<file path="config.mk">
export PLATFORM = sky130hd
export DESIGN_NAME = strmm_qaddr
export DESIGN_NICKNAME = d
export VERILOG_FILES = /design/src/rtl/strmm_pkg.sv /design/src/rtl/strmm_qaddr.sv
export SDC_FILE = /design/constraint.sdc
export NUM_CORES = 1
export LEC_CHECK = 0
export BUFFER_PORTS_ARGS = -buffer_cell sky130_fd_sc_hd__buf_2
export CORE_ASPECT_RATIO = 1.4
export CORE_MARGIN = 2
export CORE_UTILIZATION = 35
export DETAILED_ROUTE_END_ITERATION = 16
export PLACE_DENSITY = 0.56
export SETUP_SLACK_MARGIN = 0.05
export SYNTH_ARGS = -nofsm -noshare
export SYNTH_HDL_FRONTEND = slang
export SYNTH_SLANG_ARGS = --single-unit
</file>
<file path="constraint.sdc">
create_clock -name vclk -period 4.6
set_input_delay 0.23 -clock vclk [all_inputs]
set_output_delay 0.23 -clock vclk [all_outputs]
set_load 0.05 [all_outputs]
</file>
<file path="src/rtl/strmm_pkg.sv">
package strmm_pkg;

  // fixed field widths of the channels
  localparam int IDX_W      = 10;
  localparam int LEN_W      = IDX_W + 1;
  localparam int LOG_W      = 4;
  localparam int ANS_W      = 32;
  localparam int CFG_DATA_W = 11;

  localparam int MAX_ENTRIES_DEF = 1024;
  localparam int LEVELS_DEF      = 11;
  localparam int VALUE_BITS_DEF  = 32;

  typedef enum logic [1:0] {
    OP_WRITE = 2'd0,
    OP_BUILD = 2'd1,
    OP_QUERY = 2'd2,
    OP_NONE  = 2'd3
  } op_t;

  typedef enum logic [0:0] {
    REG_SELECT_MAX  = 1'b0,
    REG_ENTRY_COUNT = 1'b1
  } reg_idx_t;

  typedef enum logic [1:0] {
    ST_IDLE,
    ST_QUERY,
    ST_BUILD,
    ST_GAP
  } state_t;

  // query decode handed from the address unit to the controller
  typedef struct packed {
    logic             err;
    logic [LOG_W-1:0] lvl;
    logic [IDX_W-1:0] second;
  } qry_t;

  function automatic int max_int(input int a, input int b);
    return (a > b) ? a : b;
  endfunction

endpackage

</file>
<file path="src/rtl/strmm_qaddr.sv">
module strmm_qaddr
  import strmm_pkg::*;
#(
  parameter int LEVELS = LEVELS_DEF,
  parameter int NW     = 12
) (
  input  logic [IDX_W-1:0] left_index,
  input  logic [IDX_W-1:0] right_index,
  input  logic [NW-1:0]    act_cnt,
  output qry_t             q
);

  logic [LEN_W-1:0] len;
  logic [LOG_W-1:0] k;
  logic             order_bad;
  logic             bound_bad;

  assign len = {1'b0, right_index} - {1'b0, left_index} + LEN_W'(1);

  // floor log2 of the range length: highest set bit wins
  always_comb begin
    k = '0;
    for (int b = 0; b < LEN_W; b++) begin
      if (len[b]) begin
        k = LOG_W'(b);
      end
    end
  end

  assign order_bad = left_index > right_index;
  assign bound_bad = NW'(right_index) >= act_cnt;

  assign q.err    = order_bad || bound_bad || (int'(k) >= LEVELS);
  assign q.lvl    = k;
  assign q.second = right_index - IDX_W'((LEN_W'(1) << k) - LEN_W'(1));

endmodule

</file>
Yosys cells after proc, flatten, opt, wreduce, memory -nomap -nowiden
Cells that the tools add are included.
{ "totals": {"regBits": 0, "latch_bits": 0, "mem_bits_rw": 0, "romBits": 0, "inputBits": 32, "output_inout_bits": 15, "memories": 0} }
{ "classes": {"addsub": 4, "mul": 0, "div_mod_pow": 0, "n_lt_le_gt_ge": 3, "eq_ne": 0, "n_shift": 1, "mux": 10, "bitwise": 0, "reduce_logical": 2} }
{ "ops": {"columns": ["operator", "n"], "rows": [
  ["two-way mux 4 bit", 9],
  [">= comparator 10 x 12 -> 1 bit", 1],
  ["adder 11 x 1 -> 11 bit, second input constant", 1],
  ["subtractor 10 x 10 -> 11 bit", 1],
  ["greater-than comparator 10 bit", 1],
  ["<< shifter 1 x 4 -> 10 bit, first input constant", 1],
  ["subtractor 10 bit", 1],
  ["subtractor 10 x 2 -> 10 bit, second input constant", 1],
  [">= comparator 4 bit, second input constant", 1],
  ["logical OR 1 bit", 2],
  ["two-way mux 1 bit", 1]
]} }

Longest topological paths before layout
Gate-level depths: netlist (run 1).
{ "depth": {"depth_word": 15, "mapped_depth": 22, "ltp_nobuf": 22} }

Worst setup path before layout (run 1)
Ideal clock, no wire load.
{ "synth_path": {"kind": "input port to output port", "start": "in right_index[1]", "end": "out q[8] (netlist name)", "arrival_time_ns": 4.612, "t_required_ns": 4.370, "slack_ns": -0.242, "path_stages": 21, "path_buffers": 0, "path_cell_list": "inv_1 -> ha_1 -> inv_1 -> ha_1 -> inv_1 -> fa_1 -> nor2b_1 -> o21a_1 -> o21a_1 -> nor2_1 -> nor4_1 -> and4_1 -> ha_1 -> inv_1 -> ha_1 -> a21o_1 -> a21oi_1 -> nor2b_1 -> o21a_1 -> o41a_1 -> xor2_1"} }
{ "synth_rtl": {"columns": ["element", "line", "source"], "rows": [
  ["start, declared", "strmm_qaddr.sv:8", "input logic [IDX_W-1:0] right_index,"],
  ["end, declared", "strmm_qaddr.sv:10", "output qry_t q"]
]} }

==> results of run 1 <==
==> area by class of cell <==
cell class | instances | share of cell area [%]
repair buffers | 117 | 27.54
inverters | 41 | 5.604
multi-input cells | 186 | 64.07
well taps | 64 | 2.780
==> synth_stat cells, types with 2 or more instances <==
master	n
sky130_fd_sc_hd__a21o_1	4
sky130_fd_sc_hd__a21oi_1	12
sky130_fd_sc_hd__a21oi_2	2
sky130_fd_sc_hd__and4_1	2
sky130_fd_sc_hd__fa_1	2
sky130_fd_sc_hd__ha_1	56
sky130_fd_sc_hd__inv_1	40
sky130_fd_sc_hd__nand2_1	10
sky130_fd_sc_hd__nand2b_1	3
sky130_fd_sc_hd__nand3_1	3
sky130_fd_sc_hd__nand4_1	5
sky130_fd_sc_hd__nand4b_1	3
sky130_fd_sc_hd__nor2_1	13
sky130_fd_sc_hd__nor2b_1	5
sky130_fd_sc_hd__nor3_1	7
sky130_fd_sc_hd__nor4_1	3
sky130_fd_sc_hd__o21a_1	5
sky130_fd_sc_hd__o21ai_0	8
sky130_fd_sc_hd__o21ai_1	2
sky130_fd_sc_hd__o21bai_1	2
sky130_fd_sc_hd__o31ai_1	3
sky130_fd_sc_hd__or2_2	2
sky130_fd_sc_hd__xnor2_1	9
sky130_fd_sc_hd__xor2_1	5
==> metrics by stage <==
stage	utilization, %	setup TNS [ns]	hold slack, ns
floorplan	-	0	0.8383
global placement	52.58	-0.3736	1.035
detailed placement	52.58	-0.6269	1.026
CTS	56.05	-0.05010	1.030
global route	59.48	-0.01957	1.084
finish	59.48	0	1.029
==> timing repair <==
| item | 4_1_cts | 5_1_grt |
|---|---|---|
| buffers inserted | 6 | 5 |
| setup endpoints to repair | 4 | 5 |
| hold endpoints to repair | 0 | 0 |
| gates resized for setup | 31 | 24 |
| pin swaps | 20 | 22 |
==> cells in the final DEF, fill, tap and decap left out, types with 3 or more instances in the layout <==
master / n
sky130_fd_sc_hd__ha_1: 46
sky130_fd_sc_hd__o21a_1: 4
sky130_fd_sc_hd__nor2_1: 13
sky130_fd_sc_hd__xnor2_1: 6
sky130_fd_sc_hd__xor2_1: 4
sky130_fd_sc_hd__nand2_1: 10
sky130_fd_sc_hd__a21o_1: 4
sky130_fd_sc_hd__o31ai_1: 3
sky130_fd_sc_hd__xnor2_2: 3
sky130_fd_sc_hd__inv_2: 4
sky130_fd_sc_hd__buf_4: 70
sky130_fd_sc_hd__nand4b_1: 3
sky130_fd_sc_hd__ha_4: 9
sky130_fd_sc_hd__o21ai_1: 4
sky130_fd_sc_hd__nand2b_1: 3
sky130_fd_sc_hd__inv_1: 35
sky130_fd_sc_hd__o21ai_0: 5
sky130_fd_sc_hd__nor3_1: 6
sky130_fd_sc_hd__nand4_1: 5
sky130_fd_sc_hd__a21oi_1: 8
sky130_fd_sc_hd__buf_2: 43
sky130_fd_sc_hd__a21oi_2: 6
sky130_fd_sc_hd__nor2b_1: 4
==> path summary, 6_finish.rpt <==
kind	cells after the start	slack [ns]	endpoint	start
hold / removal	5	1.03	q[14]	act_cnt[10]
setup / recovery	24	0.20	q[9]	left_index[1]
==> metal layers <==
| layer | up-vias | share of wire [%] | GRT usage [%] |
|---|---|---|---|
| met5 | - | 0 | 0 |
| met4 | 0 | 0.59 | 0.9881 |
| met3 | 2 | 2.1 | 0.3856 |
| met2 | 20 | 56 | 38.16 |
| met1 | 912 | 42 | 22.74 |
| li1 | 1044 | - | - |
==> kinds of logic after synthesis <==
family	share of synthesized area, %
fa+ha+maj	42.23
mux	0.5706
xor+xnor	8.274
buf+inv	9.058
simple gates	19.33
compound gates	20.54
==> worst max-delay path: stages <==
cell and delay [ns]:
sky130_fd_sc_hd__buf_4 0.12, sky130_fd_sc_hd__ha_4 0.27, sky130_fd_sc_hd__inv_4 0.04, sky130_fd_sc_hd__ha_4 0.15
sky130_fd_sc_hd__inv_2 0.05, sky130_fd_sc_hd__fa_2 0.22, sky130_fd_sc_hd__nor2b_4 0.05, sky130_fd_sc_hd__buf_4 0.13
sky130_fd_sc_hd__o21a_4 0.20, sky130_fd_sc_hd__o21a_1 0.19, sky130_fd_sc_hd__or2_4 0.25, sky130_fd_sc_hd__a311oi_4 0.25
sky130_fd_sc_hd__and4_1 0.24, sky130_fd_sc_hd__ha_1 0.22, sky130_fd_sc_hd__inv_1 0.09, sky130_fd_sc_hd__ha_4 0.14
sky130_fd_sc_hd__inv_2 0.04, sky130_fd_sc_hd__fa_2 0.35, sky130_fd_sc_hd__nor2b_1 0.13, sky130_fd_sc_hd__o21ai_1 0.11
sky130_fd_sc_hd__a21oi_2 0.21, sky130_fd_sc_hd__o41ai_2 0.09, sky130_fd_sc_hd__xnor3_2 0.24, sky130_fd_sc_hd__buf_8 0.16
==> power groups by stage <==
stage               Sequential (mW)  Combinational [mW]  Clock, mW
finish                            0               0.641          0
global route                      0               0.693          0
CTS                               0               0.604          0
detailed placement                0               0.550          0
global placement                  0               0.546          0
floorplan                         0               0.360          0
==> impl_metrics.prom, run 1 <==
# TYPE chip_impl_metric gauge
chip_impl_metric{name="layout-drive-gt1-share",unit="%"} 47.09
chip_impl_metric{name="global_route_wire_length_before_repair",unit="um"} 8673
chip_impl_metric{name="drt_first_iter_violations",unit=""} 78
chip_impl_metric{name="synthesis.nets",unit=""} 318
chip_impl_metric{name="drtAntennaViolNets",unit=""} 0
chip_impl_metric{name="start_util",unit="%"} 36.23
chip_impl_metric{name="vias_in_the_first_global_route",unit=""} 1992
chip_impl_metric{name="ff_latch_area",unit="um^2"} 0
chip_impl_metric{name="tightest_slew",unit="ns"} 0.4659
chip_impl_metric{name="grt_max_degree",unit=""} 6
chip_impl_metric{name="dr_total_vias",unit=""} 1978
chip_impl_metric{name="preCtsSetupSlack",unit="ns"} -0.3757
chip_impl_info{name="status",value="finished clean"} 1
chip_impl_metric{name="final_min_period_over_clock_period",unit="%"} 95.58
chip_impl_metric{name="drc",unit=""} 0
chip_impl_metric{name="floorplan.rows",unit=""} 30
chip_impl_metric{name="area_delta_synth_final",unit="%"} 64.19
chip_impl_metric{name="max_cap_viol_count",unit=""} 0
chip_impl_metric{name="detailed_place.area",unit="mm^2"} 0.002546
chip_impl_metric{name="critical_path_arrival",unit="ns"} 4.17
chip_impl_metric{name="slew_headroom",unit="%"} 68.14
chip_impl_metric{name="overflow",unit=""} 0
chip_impl_metric{name="multiInputGateArea",unit="mm^2"} 0.001846
chip_impl_info{name="worst_hold_class",value="primary input to primary output"} 1
chip_impl_metric{name="vias_per_cell",unit=""} 4.848
chip_impl_metric{name="clockBufferCount",unit=""} 0
chip_impl_metric{name="seq_power_share",unit="%"} 0
chip_impl_metric{name="dpl.hpwl",unit="um"} 4468
chip_impl_metric{name="timing.final.crit_period",unit="ns"} 4.396
chip_impl_metric{name="fp.coreArea",unit="mm^2"} 0.004842
chip_impl_metric{name="io_buffers",unit=""} 47
chip_impl_metric{name="total_leakage_power",unit="nW"} 1.521
chip_impl_metric{name="layout.cells.non_filler",unit=""} 408
chip_impl_info{name="startpoint_type",value="primary input"} 1
chip_impl_metric{name="nets",unit=""} 436
chip_impl_metric{name="routed_wl",unit="um"} 5214
chip_impl_metric{name="routabilityCongestion",unit=""} 0.8170
chip_impl_metric{name="post_synthesis_average_cell_area",unit="um^2"} 7.694
chip_impl_metric{name="cts_hold_bufs",unit=""} 0
chip_impl_metric{name="layout_sequential_cell_count",unit=""} 0
chip_impl_metric{name="internal_power",unit="uW"} 287.8
chip_impl_metric{name="net_sw_power",unit="uW"} 353.0
chip_impl_metric{name="fin_total_pwr",unit="uW"} 640.8
chip_impl_metric{name="final_design_area_no_fill",unit="mm^2"} 0.002880
chip_impl_metric{name="yosysUniqueCellTypes",unit=""} 46
chip_impl_metric{name="timing.final.hold_violations",unit=""} 0
chip_impl_metric{name="comb_power_share",unit="%"} 100.0
chip_impl_metric{name="number_of_antenna_violations_at_the_first_check_in_global_routing",unit=""} 0
chip_impl_metric{name="design.die.area",unit="mm^2"} 0.005602
chip_impl_metric{name="post-synth-top-area-fraction",unit="%"} 39.94
chip_impl_info{name="setup.worst_path.end_class",value="primary output"} 1
chip_impl_metric{name="die_width",unit="um"} 63.83
chip_impl_metric{name="power_per_cell_area",unit="mW/mm^2"} 222.5
chip_impl_info{name="synth.largest_area_cell",value="sky130_fd_sc_hd__ha_1"} 1
chip_impl_metric{name="power.clock.fraction",unit="%"} 0
chip_impl_metric{name="firstDrtPassIters",unit=""} 4
chip_impl_info{name="synth_area_leaders",value="sky130_fd_sc_hd__ha_1 (40%), sky130_fd_sc_hd__inv_1 (8.6%), sky130_fd_sc_hd__xnor2_1 (4.5%), sky130_fd_sc_hd__a21oi_1 (3.4%), sky130_fd_sc_hd__nor2_1 (2.8%)"} 1
chip_impl_metric{name="placed_cells",unit=""} 399
chip_impl_metric{name="proportion_of_synthesized_chip_area_in_sequential_cells",unit="%"} 0
chip_impl_metric{name="vdd.ir_drop.worst",unit="V"} 0.0001466
chip_impl_info{name="setup.worst_path.class",value="primary input to primary output"} 1
chip_impl_metric{name="setup_ws",unit="ns"} 0.2035
chip_impl_metric{name="wire_per_inst",unit="um"} 12.78
chip_impl_metric{name="cp_data_required_time",unit="ns"} 4.37
chip_impl_metric{name="postSynthCellCount",unit=""} 228
chip_impl_metric{name="maxClockFrequency",unit="MHz"} 227.5
chip_impl_metric{name="grt_overall_usage",unit="%"} 18.83
chip_impl_metric{name="netlist_area",unit="mm^2"} 0.001754
chip_impl_metric{name="die_h",unit="um"} 87.77
chip_impl_metric{name="timing.final.setup_violations",unit=""} 0
chip_impl_metric{name="critPathMaxFanout",unit=""} 3
chip_impl_metric{name="n_diodes",unit=""} 0
chip_impl_metric{name="drv_slew",unit=""} 0
chip_impl_metric{name="floorplan.io_pins",unit=""} 47
chip_impl_info{name="grt_setup_unrepaired",value="true"} 1
chip_impl_metric{name="net_sw_share",unit="%"} 55.09
chip_impl_metric{name="fillCellCount",unit=""} 421
chip_impl_metric{name="synth.yosys.warnings",unit=""} 0
Note: power is estimated with default switching activity, not from simulation.
==> inputs of run 2 (changes only) <==
- REMOVE_ABC_BUFFERS: unset -> 1
==> impl_metrics.prom, run 2 (same netlist as run 1, synthesis figures left out) <==
# TYPE chip_impl_metric gauge
chip_impl_metric{name="routabilityCongestion",unit=""} 0.7885
chip_impl_metric{name="n_diodes",unit=""} 0
chip_impl_metric{name="cts_hold_bufs",unit=""} 0
chip_impl_info{name="layout.cells.most_common",value="sky130_fd_sc_hd__buf_4"} 1
chip_impl_metric{name="layout-drive-gt1-share",unit="%"} 46.63
chip_impl_metric{name="fp.coreArea",unit="mm^2"} 0.004842
chip_impl_metric{name="nets",unit=""} 433
chip_impl_metric{name="die_h",unit="um"} 87.77
chip_impl_metric{name="net_sw_power",unit="uW"} 356.5
chip_impl_metric{name="number_of_antenna_violations_at_the_first_check_in_global_routing",unit=""} 0
chip_impl_metric{name="layout_sequential_cell_count",unit=""} 0
chip_impl_metric{name="timing.final.crit_period",unit="ns"} 4.620
chip_impl_metric{name="placed_cells",unit=""} 394
chip_impl_info{name="min_from",value="act_cnt[10]"} 1
chip_impl_metric{name="design.die.area",unit="mm^2"} 0.005602
chip_impl_metric{name="timing.final.setup_violations",unit=""} 1
chip_impl_metric{name="cp_data_required_time",unit="ns"} 4.37
chip_impl_metric{name="setup_ws",unit="ns"} -0.01966
chip_impl_metric{name="die_width",unit="um"} 63.83
chip_impl_metric{name="drc",unit=""} 0
chip_impl_metric{name="critPathMaxFanout",unit=""} 3
chip_impl_metric{name="vias_per_cell",unit=""} 4.909
chip_impl_metric{name="comb_power_share",unit="%"} 100.0
chip_impl_info{name="violations",value="setup timing"} 1
chip_impl_metric{name="timing.final.hold_violations",unit=""} 0
chip_impl_metric{name="wire_per_inst",unit="um"} 13.19
chip_impl_metric{name="grt_max_degree",unit=""} 6
chip_impl_metric{name="final_min_period_over_clock_period",unit="%"} 100.4
chip_impl_metric{name="clockBufferCount",unit=""} 0
chip_impl_metric{name="drv_slew",unit=""} 0
chip_impl_info{name="critical_path.startpoint",value="right_index[1]"} 1
chip_impl_metric{name="floorplan.io_pins",unit=""} 47
chip_impl_metric{name="vdd.ir_drop.worst",unit="V"} 0.0002741
chip_impl_metric{name="dpl.hpwl",unit="um"} 4363
chip_impl_info{name="setup.worst_path.class",value="primary input to primary output"} 1
chip_impl_metric{name="vias_in_the_first_global_route",unit=""} 2009
chip_impl_metric{name="overflow",unit=""} 0
chip_impl_metric{name="tns",unit="ns"} -0.01966
chip_impl_info{name="status",value="finished, violations left"} 1
chip_impl_metric{name="power_per_cell_area",unit="mW/mm^2"} 222.4
chip_impl_info{name="grt_setup_unrepaired",value="true"} 1
chip_impl_metric{name="global_route_wire_length_before_repair",unit="um"} 8542
chip_impl_metric{name="grt_overall_usage",unit="%"} 18.61
chip_impl_metric{name="area_delta_synth_final",unit="%"} 63.41
chip_impl_metric{name="critical_path_arrival",unit="ns"} 4.39
chip_impl_metric{name="slew_headroom",unit="%"} 69.36
chip_impl_metric{name="maxClockFrequency",unit="MHz"} 216.5
chip_impl_info{name="most-common-layout-cells",value="sky130_fd_sc_hd__buf_4 (69), sky130_fd_sc_hd__ha_1 (44), sky130_fd_sc_hd__buf_2 (43)"} 1
chip_impl_metric{name="fin_total_pwr",unit="uW"} 637.6
chip_impl_metric{name="layout.cells.non_filler",unit=""} 405
chip_impl_metric{name="ff_latch_area",unit="um^2"} 0
chip_impl_metric{name="drtAntennaViolNets",unit=""} 0
chip_impl_metric{name="net_sw_share",unit="%"} 55.91
chip_impl_metric{name="total_leakage_power",unit="nW"} 1.499
chip_impl_metric{name="internal_power",unit="uW"} 281.2
chip_impl_metric{name="floorplan.rows",unit=""} 30
chip_impl_metric{name="routed_wl",unit="um"} 5340
chip_impl_metric{name="drt_first_iter_violations",unit=""} 43
chip_impl_metric{name="finish.utilization",unit="%"} 59.20
chip_impl_info{name="setup.worst_path.end_class",value="primary output"} 1
chip_impl_metric{name="tightest_slew",unit="ns"} 0.4480
chip_impl_metric{name="io_buffers",unit=""} 47
chip_impl_metric{name="start_util",unit="%"} 36.23
chip_impl_metric{name="max_cap_viol_count",unit=""} 0
chip_impl_metric{name="seq_power_share",unit="%"} 0
chip_impl_info{name="worst_hold_class",value="primary input to primary output"} 1
chip_impl_metric{name="firstDrtPassIters",unit=""} 4
chip_impl_metric{name="dr_total_vias",unit=""} 1988
chip_impl_info{name="startpoint_type",value="primary input"} 1
chip_impl_metric{name="power.clock.fraction",unit="%"} 0
-- run 2: area by class of cell --
cell class	instances	area [um^2]
fillers	444	1976
multi-input cells	186	1869
repair buffers	114	755.7
inverters	41	161.4
well taps	64	80.08
-- run 2: metal layers --
layer | up-vias | track usage (%) | share of wire [%]
met5 | - | 0 | 0
met3 | 8 | 0.5141 | 2.2
met4 | 0 | 1.976 | 1.9
met1 | 913 | 22.03 | 41
li1 | 1040 | - | -
met2 | 27 | 37.69 | 55
-- run 2: power by group through the flow --
stage / Sequential, mW / Clock, mW / Combinational [mW]
detailed placement: 0 / 0 / 0.528
CTS: 0 / 0 / 0.566
global placement: 0 / 0 / 0.526
finish: 0 / 0 / 0.638
global route: 0 / 0 / 0.692
floorplan: 0 / 0 / 0.349
-- run 2: critical path: stages --
cell and delay [ns]:
sky130_fd_sc_hd__buf_6 0.10, sky130_fd_sc_hd__inv_4 0.05, sky130_fd_sc_hd__ha_4 0.20, sky130_fd_sc_hd__inv_4 0.05, sky130_fd_sc_hd__ha_4 0.12, sky130_fd_sc_hd__inv_2 0.04
sky130_fd_sc_hd__fa_2 0.40, sky130_fd_sc_hd__nor2b_4 0.16, sky130_fd_sc_hd__o21a_1 0.17, sky130_fd_sc_hd__nor3_2 0.07, sky130_fd_sc_hd__or2_4 0.26, sky130_fd_sc_hd__a311oi_4 0.34
sky130_fd_sc_hd__buf_4 0.17, sky130_fd_sc_hd__nand4b_1 0.11, sky130_fd_sc_hd__ha_1 0.25, sky130_fd_sc_hd__ha_1 0.27, sky130_fd_sc_hd__a21o_1 0.17, sky130_fd_sc_hd__a21oi_2 0.16
sky130_fd_sc_hd__nor2b_1 0.07, sky130_fd_sc_hd__o21a_1 0.21, sky130_fd_sc_hd__o41a_1 0.41, sky130_fd_sc_hd__xor2_1 0.15, sky130_fd_sc_hd__buf_4 0.21
-- run 2: metrics by stage --
stage / instance area, um^2 / setup WS (ns) / hold WS (ns)
4_1_cts: 2584 / 0.04524 / 1.010
3_3_place_gp: 2485 / -0.2067 / 1.024
2_1_floorplan: 1749 / -0.2418 / 0.8383
5_1_grt: 2867 / -0.1874 / 1.073
3_5_place_dp: 2485 / -0.3323 / 1.006
6_report: 2867 / -0.01966 / 0.9977
-- run 2: final timing paths --
kind / slack [ns] / depth (start not counted) / end
max: -0.02 / 23 / q[8]
min: 1.0 / 5 / q[14]
-- run 2: timing repair --
item,CTS,global route
setup endpoints to repair,4,5
gates resized for setup,17,41
pin swaps,8,22
setup buffers,3,8
==> inputs of run 3 (changes only) <==
- BUFFER_PORTS_ARGS: -buffer_cell sky130_fd_sc_hd__buf_2 -> -buffer_cell sky130_fd_sc_hd__buf_4
- CORE_MARGIN: 2 -> unset
==> impl_metrics.prom, run 3 (same netlist as run 1, synthesis figures left out) <==
# TYPE chip_impl_metric gauge
chip_impl_info{name="critical_path.slowest_cell",value="sky130_fd_sc_hd__fa_2"} 1
chip_impl_metric{name="fp.coreArea",unit="mm^2"} 0.004842
chip_impl_metric{name="vias_per_cell",unit=""} 4.892
chip_impl_metric{name="fillCellCount",unit=""} 447
chip_impl_metric{name="tns",unit="ns"} 0
chip_impl_metric{name="comb_power_share",unit="%"} 100.0
chip_impl_metric{name="overflow",unit=""} 0
chip_impl_metric{name="grt_max_degree",unit=""} 6
chip_impl_info{name="setup.worst_path.class",value="primary input to primary output"} 1
chip_impl_metric{name="min_delay_path_depth",unit=""} 4
chip_impl_metric{name="floorplan.io_pins",unit=""} 47
chip_impl_metric{name="drv_slew",unit=""} 0
chip_impl_metric{name="grt_overall_usage",unit="%"} 20.43
chip_impl_metric{name="timing.critical_path.slowest_cell_delay",unit="ns"} 0.35
chip_impl_metric{name="critical_path_arrival",unit="ns"} 4.25
chip_impl_metric{name="max_cap_viol_count",unit=""} 0
chip_impl_info{name="top_layer_used",value="met4"} 1
chip_impl_metric{name="cp_data_required_time",unit="ns"} 4.37
chip_impl_info{name="critical_path.startpoint",value="right_index[1]"} 1
chip_impl_metric{name="maxClockFrequency",unit="MHz"} 223.5
chip_impl_metric{name="start_util",unit="%"} 36.23
chip_impl_metric{name="number_of_antenna_violations_at_the_first_check_in_global_routing",unit=""} 0
chip_impl_metric{name="vias_in_the_first_global_route",unit=""} 2027
chip_impl_metric{name="net_sw_power",unit="uW"} 339.3
chip_impl_info{name="most-common-layout-cells",value="sky130_fd_sc_hd__buf_4 (104), sky130_fd_sc_hd__ha_1 (41), sky130_fd_sc_hd__inv_1 (35)"} 1
chip_impl_metric{name="power_per_cell_area",unit="mW/mm^2"} 218.1
chip_impl_metric{name="vdd.ir_drop.worst",unit="V"} 0.0001859
chip_impl_metric{name="total_leakage_power",unit="nW"} 1.488
chip_impl_metric{name="drt_first_iter_violations",unit=""} 27
chip_impl_info{name="grt_setup_unrepaired",value="true"} 1
chip_impl_metric{name="cts_hold_bufs",unit=""} 0
chip_impl_metric{name="drc",unit=""} 0
chip_impl_metric{name="timing.final.hold_violations",unit=""} 0
chip_impl_metric{name="routed-wl-met2",unit="um"} 2759
chip_impl_metric{name="wire_per_inst",unit="um"} 12.75
chip_impl_metric{name="drtAntennaViolNets",unit=""} 0
chip_impl_info{name="status",value="finished clean"} 1
chip_impl_metric{name="route.layer.met1.wl",unit="um"} 2060
chip_impl_metric{name="internal_power",unit="uW"} 289.4
chip_impl_metric{name="firstDrtPassIters",unit=""} 4
chip_impl_metric{name="multiInputGateArea",unit="mm^2"} 0.001812
chip_impl_metric{name="critPathMaxFanout",unit=""} 3
chip_impl_info{name="worst_hold_class",value="primary input to primary output"} 1
chip_impl_metric{name="power.clock.fraction",unit="%"} 0
chip_impl_metric{name="timing.final.setup_violations",unit=""} 0
chip_impl_metric{name="dr_total_vias",unit=""} 1952
chip_impl_metric{name="met3WireLength",unit="um"} 157
chip_impl_metric{name="clockBufferCount",unit=""} 0
chip_impl_metric{name="nets",unit=""} 427
chip_impl_metric{name="design.die.area",unit="mm^2"} 0.005303
chip_impl_metric{name="routabilityCongestion",unit=""} 0.7994
chip_impl_metric{name="layout-drive-gt1-share",unit="%"} 45.67
chip_impl_metric{name="io_buffers",unit=""} 47
chip_impl_info{name="crit_chain",value="buf_8 > inv_6 > ha_4 > inv_4 > ha_4 > inv_2 > fa_2 > nor2b_2 > o21a_1 > o21a_1 > nor2_2 > nor4_2 > buf_4 > buf_6 > nand4b_1 > ha_1 > ha_1 > a21o_1 > a21oi_2 > nor2b_1 > o21a_1 > o41a_1 > xor2_1 > buf_4"} 1
chip_impl_metric{name="tightest_slew",unit="ns"} 0.4262
chip_impl_metric{name="area_delta_synth_final",unit="%"} 64.34
chip_impl_metric{name="final_min_period_over_clock_period",unit="%"} 97.29
chip_impl_metric{name="slew_headroom",unit="%"} 70.85
chip_impl_metric{name="dpl.hpwl",unit="um"} 4312
chip_impl_metric{name="layout_sequential_cell_count",unit=""} 0
chip_impl_info{name="setup.worst_path.end_class",value="primary output"} 1
chip_impl_metric{name="timing.final.crit_period",unit="ns"} 4.475
chip_impl_info{name="setup_crit_end",value="q[8]"} 1
chip_impl_metric{name="net_sw_share",unit="%"} 53.97
chip_impl_metric{name="floorplan.rows",unit=""} 30
chip_impl_metric{name="global_route_wire_length_before_repair",unit="um"} 8480
chip_impl_metric{name="ff_latch_area",unit="um^2"} 0
chip_impl_metric{name="routed_wl",unit="um"} 5088
chip_impl_metric{name="n_diodes",unit=""} 0
chip_impl_info{name="startpoint_type",value="primary input"} 1
chip_impl_info{name="layout.cells.most_common",value="sky130_fd_sc_hd__buf_4"} 1
chip_impl_info{name="critical_path.most_common_cell",value="sky130_fd_sc_hd__o21a_1"} 1
chip_impl_metric{name="die_width",unit="um"} 61.83
chip_impl_metric{name="preCtsSetupSlack",unit="ns"} -0.3006
chip_impl_metric{name="setup_ws",unit="ns"} 0.1247
chip_impl_metric{name="seq_power_share",unit="%"} 0
chip_impl_metric{name="die_h",unit="um"} 85.77
run 3: changes by cell type in the layout (fill, tap and decap cells not counted), sizes merged:
cell,before,now
buf,114,108
run 3: repair_timing:
action,CTS,global route
setup buffers,7,4
endpoints found under the hold margin,0,0
pin swaps,17,32
resized for setup,21,29
setup endpoints to repair,3,4
run 3: worst min-delay path by stage:
stage / slack (ns) / endpoint / startpoint
final: 1.0 / q[0] / right_index[0]
after global routing: 1.01 / q[0] / right_index[0]
after CTS: 0.99 / q[0] / right_index[0]
after detailed placement: 0.99 / q[0] / right_index[0]
after global placement: 0.98 / q[0] / right_index[0]
after floorplan: 0.84 / q[0] / right_index[0]
run 3: stage by stage:
step / power [mW] / util [%] / std cells / area, um^2 / hold WS, ns
floorplan: 0.3493 / - / 227 / 1749 / 0.8383
global placement: 0.5525 / 52.82 / 388 / 2557 / 0.9835
detailed placement: 0.5557 / 52.82 / 388 / 2557 / 0.9910
CTS: 0.5967 / 55.76 / 395 / 2700 / 0.9910
global route: 0.6796 / 59.53 / 399 / 2883 / 1.014
finish: 0.6287 / 59.53 / 399 / 2883 / 0.9951
run 3: power groups by stage:
stage / logic [mW] / registers (mW) / clock network, mW
finish: 0.629 / 0 / 0
global placement: 0.552 / 0 / 0
detailed placement: 0.556 / 0 / 0
floorplan: 0.349 / 0 / 0
CTS: 0.597 / 0 / 0
global route: 0.680 / 0 / 0
run 3: layer usage:
layer / up-vias / track usage (%)
li1: 1027 / -
met1: 884 / 24.89
met2: 33 / 38.22
met3: 8 / 0.7541
met4: 0 / 3.838
met5: - / 0
run 3: layout make-up:
class              count  share of cell area, %
multi-input cells    186                  62.85
inverters             41                  5.599
repair buffers       108                  28.78
well taps             64                  2.778
run 3: worst max-delay path, delay by kind of cell:
kind	cells	cell delay, ns
fa+ha+maj	5	1.29
simple gates	5	0.67
compound gates	6	1.19
buf+inv	7	0.71
xor+xnor	1	0.14
